$ cat config.mk
export PLATFORM = sky130hd
export DESIGN_NAME = ste_cell
export DESIGN_NICKNAME = d
export VERILOG_FILES = /design/src/rtl/ste_pkg.sv /design/src/rtl/ste_cell.sv
export SDC_FILE = /design/constraint.sdc
export NUM_CORES = 1
export LEC_CHECK = 0
export ABC_AREA = 1
export BUFFER_PORTS_ARGS = -buffer_cell sky130_fd_sc_hd__buf_2
export CAP_MARGIN = 20
export CELL_PAD_IN_SITES_DETAIL_PLACEMENT = 1
export CELL_PAD_IN_SITES_GLOBAL_PLACEMENT = 1
export CORE_ASPECT_RATIO = 2
export CORE_MARGIN = 5
export CORE_UTILIZATION = 29
export CTS_CLUSTER_SIZE = 16
export DETAILED_ROUTE_END_ITERATION = 8
export PLACE_DENSITY_LB_ADDON = 0.1
export SYNTH_ARGS = -nofsm -noshare
export SYNTH_HDL_FRONTEND = slang
export SYNTH_SLANG_ARGS = --single-unit
$ cat constraint.sdc
create_clock -name clk_i -period 3.2 [get_ports clk_i]
set_input_delay 0.32 -clock clk_i [delete_from_list [all_inputs] [get_ports clk_i]]
set_output_delay 0.32 -clock clk_i [all_outputs]
set_load 0.01 [all_outputs]
$ cat src/rtl/ste_pkg.sv
// ----------------------------------------------------------------------------
// ste_pkg
// Types and constants shared by the sorted table engine.
// ----------------------------------------------------------------------------
package ste_pkg;

  // table geometry
  localparam int CAPACITY = 64;
  localparam int IDX_W    = $clog2(CAPACITY);
  localparam int CNT_W    = $clog2(CAPACITY + 1);

  // result field widths
  localparam int VAL_W    = 32;
  localparam int POS_W    = 6;
  localparam int COUNT_W  = 7;

  // command codes
  typedef enum logic [1:0] {
    KIND_INSERT = 2'd0,
    KIND_DELETE = 2'd1,
    KIND_SEARCH = 2'd2,
    KIND_CLEAR  = 2'd3
  } kind_e;

  // sequencer states
  typedef enum logic [1:0] {
    ST_IDLE,
    ST_CMP,
    ST_UPD,
    ST_RES
  } state_e;

  // broadcast from the sequencer to every cell
  typedef struct packed {
    logic                     cmp;
    logic                     ins;
    logic                     del;
    logic                     clr;
    logic signed [VAL_W-1:0]  value;
  } cell_ctrl_t;

  // what one cell shows its neighbours
  typedef struct packed {
    logic signed [VAL_W-1:0]  val;
    logic                     valid;
    logic                     lt;
  } cell_nb_t;

endpackage

$ cat src/rtl/ste_cell.sv
// ----------------------------------------------------------------------------
// ste_cell
// One table slot: holds an entry and its occupancy, compares against the
// broadcast value and shifts with its neighbours on insert and delete.
// ----------------------------------------------------------------------------
module ste_cell (
  input  logic                clk_i,
  input  logic                rst_ni,
  input  ste_pkg::cell_ctrl_t ctrl_i,
  input  ste_pkg::cell_nb_t   left_i,
  input  ste_pkg::cell_nb_t   right_i,
  output ste_pkg::cell_nb_t   self_o,
  output logic                first_ge_o,
  output logic                eq_o,
  output logic signed [ste_pkg::VAL_W-1:0] last_val_o
);

  logic signed [ste_pkg::VAL_W-1:0] entry_q, entry_d;
  logic valid_q, valid_d;
  logic lt_q, eq_q;

  // first slot not below the value: insert point, or first match
  assign first_ge_o = !lt_q && left_i.lt;
  assign eq_o       = eq_q;

  // last occupied slot drives the largest entry onto the or-tree
  assign last_val_o = (valid_q && !right_i.valid) ? entry_q : '0;

  assign self_o.val   = entry_q;
  assign self_o.valid = valid_q;
  assign self_o.lt    = lt_q;

  // next entry and occupancy
  always_comb begin
    entry_d = entry_q;
    valid_d = valid_q;
    if (ctrl_i.clr) begin
      valid_d = 1'b0;
    end else if (ctrl_i.ins && !lt_q) begin
      if (left_i.lt) begin
        entry_d = ctrl_i.value;
        valid_d = 1'b1;
      end else begin
        entry_d = left_i.val;
        valid_d = left_i.valid;
      end
    end else if (ctrl_i.del && !lt_q) begin
      entry_d = right_i.val;
      valid_d = right_i.valid;
    end
  end

  // occupancy and compare flags
  always_ff @(posedge clk_i or negedge rst_ni) begin
    if (!rst_ni) begin
      valid_q <= 1'b0;
      lt_q    <= 1'b0;
      eq_q    <= 1'b0;
    end else begin
      valid_q <= valid_d;
      if (ctrl_i.cmp) begin
        lt_q <= valid_q && (entry_q < ctrl_i.value);
        eq_q <= valid_q && (entry_q == ctrl_i.value);
      end
    end
  end

  // entry payload
  always_ff @(posedge clk_i) begin
    entry_q <= entry_d;
  end

endmodule

==> metrics <==
number of flops mapped to enable cells by yosys=32; Critical Path Sink Type=primary output; worst reg2reg startpoint=lt_q; setup repair after global routing missed its margin=no; final RePlAce weighted congestion=0.7569; Crit path required time=2.88 ns; Die Y=151.8 um; CTS tree=done; Initial DRC Count=77; Pre-antenna DRT Iters=4; root buffer cell=clkbuf_16; Max rail drop VDD=258.4 uV; DP HPWL=8796 um; r2r setup slk=1.27 ns; yosys warns=0; synth top area cells=edfxtp_1 (33%), ha_1 (14%), inv_1 (10%); most frequent cell after synthesis=inv_1; first-pass GRT wire length=roughly 17000 um; CTS resizes=0; Post-synth top cells=inv_1 (78), nand2_1 (77), nor2_1 (74), o21ai_1 (56); Max Root-Sink Buffers=2; vias in the first global route=3558; share of layout cells above drive strength 1=33.22%; Final WS setup=1.192 ns; highest fanout seen on the critical path=22; Post-Route Setup TNS=0 ns; Ports=174; Setup Viol. Count Final=0; gr ovfl total=0; nets=718; Tcrit/Tclk final=62.74%; clock transition at the registers of the reported paths=0.05 ns; dpl cell area=3904 sq um; Initial Util=29.86%; Die ar.=12280 sq um; Via Count=3283; DR vias/cell=4.604; FF-to-FF End=entry_q[13]; H-tree levels=2; Rel. slew slack=52.23%; GRT Total Usage=between 10% and 20%; fin crit period=2.008 ns; Reg2Reg Depth=3; core footprint=around 9800 sq um; Post-CTS Setup Bufs=0; Place WS=between 1 and 1.5 ns; sequential area share after synthesis=a little over a third; startpoint class of the critical path=register; final instance area=4050 sq um; max_cap viols=0; largest net degree at the start of global routing=35; DR WL/cell=15.71 um; status=completed; Die X=around 81 um; antenna violations before repair=0; Mapped Avg Cell Area=around 7 sq um; WHS Endpoint=valid_q; post-synthesis sequential element count=35; Final Util=about two fifths; synth unique cells=26; Hold Crit Start=ctrl_i[32]; Leak=~2.3 nW; Worst Tran Pin Value=0.7154 ns; crit path DAT=1.69 ns; growth of design area from synthesis to finish=38.93%; Hold Path Depth=2; Hold Worst Slack=0.2630 ns; Sink Count=35; Post-Syn Area=2915 sq um; cts bufs inserted=5; Layout Skew=~0.0033 ns; worst min path class=primary input to register; DRC=0; syn_nets=roughly 550; asr flop ratio synth=8.571%; ant diodes=0; area leader, netlist=edfxtp_1; Max Transition Viols Final=0; pwr/cell area=400.3 nW/um^2; Hold Fails Final Rpt=0; row count=51; Final ANT Viol Nets=0; fmax=between 400 and 500 MHz; Worst-Skew Late Latency=around 0.28 ns; I/O Buffers=~170; post-synthesis cell count=413; Top FF cell, synth=edfxtp_1; final wirelength=11200 um; Crit Path Class=register to primary output; top-area cell type share of the netlist area=about a third
## placed cells by master, fill, tap and decap left out, types with 2 or more instances in the layout
cell and count:
nor2_1 73, buf_4 4, nor2_2 3, nand4_1 2, edfxtp_1 32, a21oi_1 11, o21ai_1 56, clkinv_1 2
ha_1 32, clkbuf_16 5, nand3_1 5, nand2_1 77, o21ai_0 10, inv_2 3, dfrtp_1 3, inv_1 78
buf_2 172
## registers in the layout (all words and copies together) (netlist names)
signal / count
entry_q: 32
eq_o: 1
lt_q: 1
valid_q: 1
## layout make-up
type / instances / area (sq um)
fillers: 1336 / 5713
multi-input cells: 280 / 1508
flip-flops and latches: 35 / 1036
repair buffers: 177 / 900.9
inverters: 81 / 304.0
well taps: 132 / 165.2
clock buffers: 6 / 128.9
clock inverters: 2 / 7.507
## layer usage
layer  share of wire, %  up-vias  global-route usage (%)
met3                6.6        5                   3.964
met2                 57      113                   37.48
met5                  0        -                       0
li1                   -     1639                       -
met1                 35     1526                   17.80
met4               0.78        0                   5.161
## where the power goes
part | leakage (nW) | total (mW) | internal, mW | switching [mW]
clock network | 0.0659 | 0.477 | 0.284 | 0.194
registers | 0.347 | 0.610 | 0.570 | 0.0399
logic | 1.92 | 0.534 | 0.212 | 0.321
total | 2.33 | 1.62 | 1.07 | 0.555
## per-stage QoR
stage / total power, mW / std cells
floorplan: 0.9246 / 413
global route: 1.738 / 713
CTS: 1.660 / 713
global placement: 1.149 / 704
finish: 1.621 / 713
detailed placement: 1.168 / 704
## repair_timing
action,CTS,global route
hold endpoints to repair,3,0
hold buffers,1,0
setup endpoints to repair,0,0
## logic make-up after synthesis
kind of cell             Yosys count  share of synthesized area (%)
AND/OR/NAND/NOR                  166                          23.09
buffers and inverters             98                          13.00
AO/OA/AOI/OAI                     82                          14.64
flip-flops                        35                          35.54
adder cells (fa/ha/maj)           32                          13.73
## worst max-delay path by stage
stage | start | endpoint | cells past startpoint | slack [ns]
2_1_floorplan | lt_q | entry_q[0] | 2 | 0.77
3_3_place_gp | lt_q | entry_q[12] | 3 | 1.25
3_5_place_dp | lt_q | entry_q[13] | 3 | 1.22
4_1_cts | valid_q | last_val_o[19] | 4 | 1.14
5_1_grt | valid_q | last_val_o[17] | 4 | 1.03
6_report | valid_q | last_val_o[19] | 4 | 1.19
## critical path: stages, from the launching register on
cell     delay, ns
dfrtp_1       0.43
nand2_1       0.39
buf_4         0.37
nor2_1        0.07
buf_2         0.14
No activity file was read; power rests on OpenSTA's default activity.
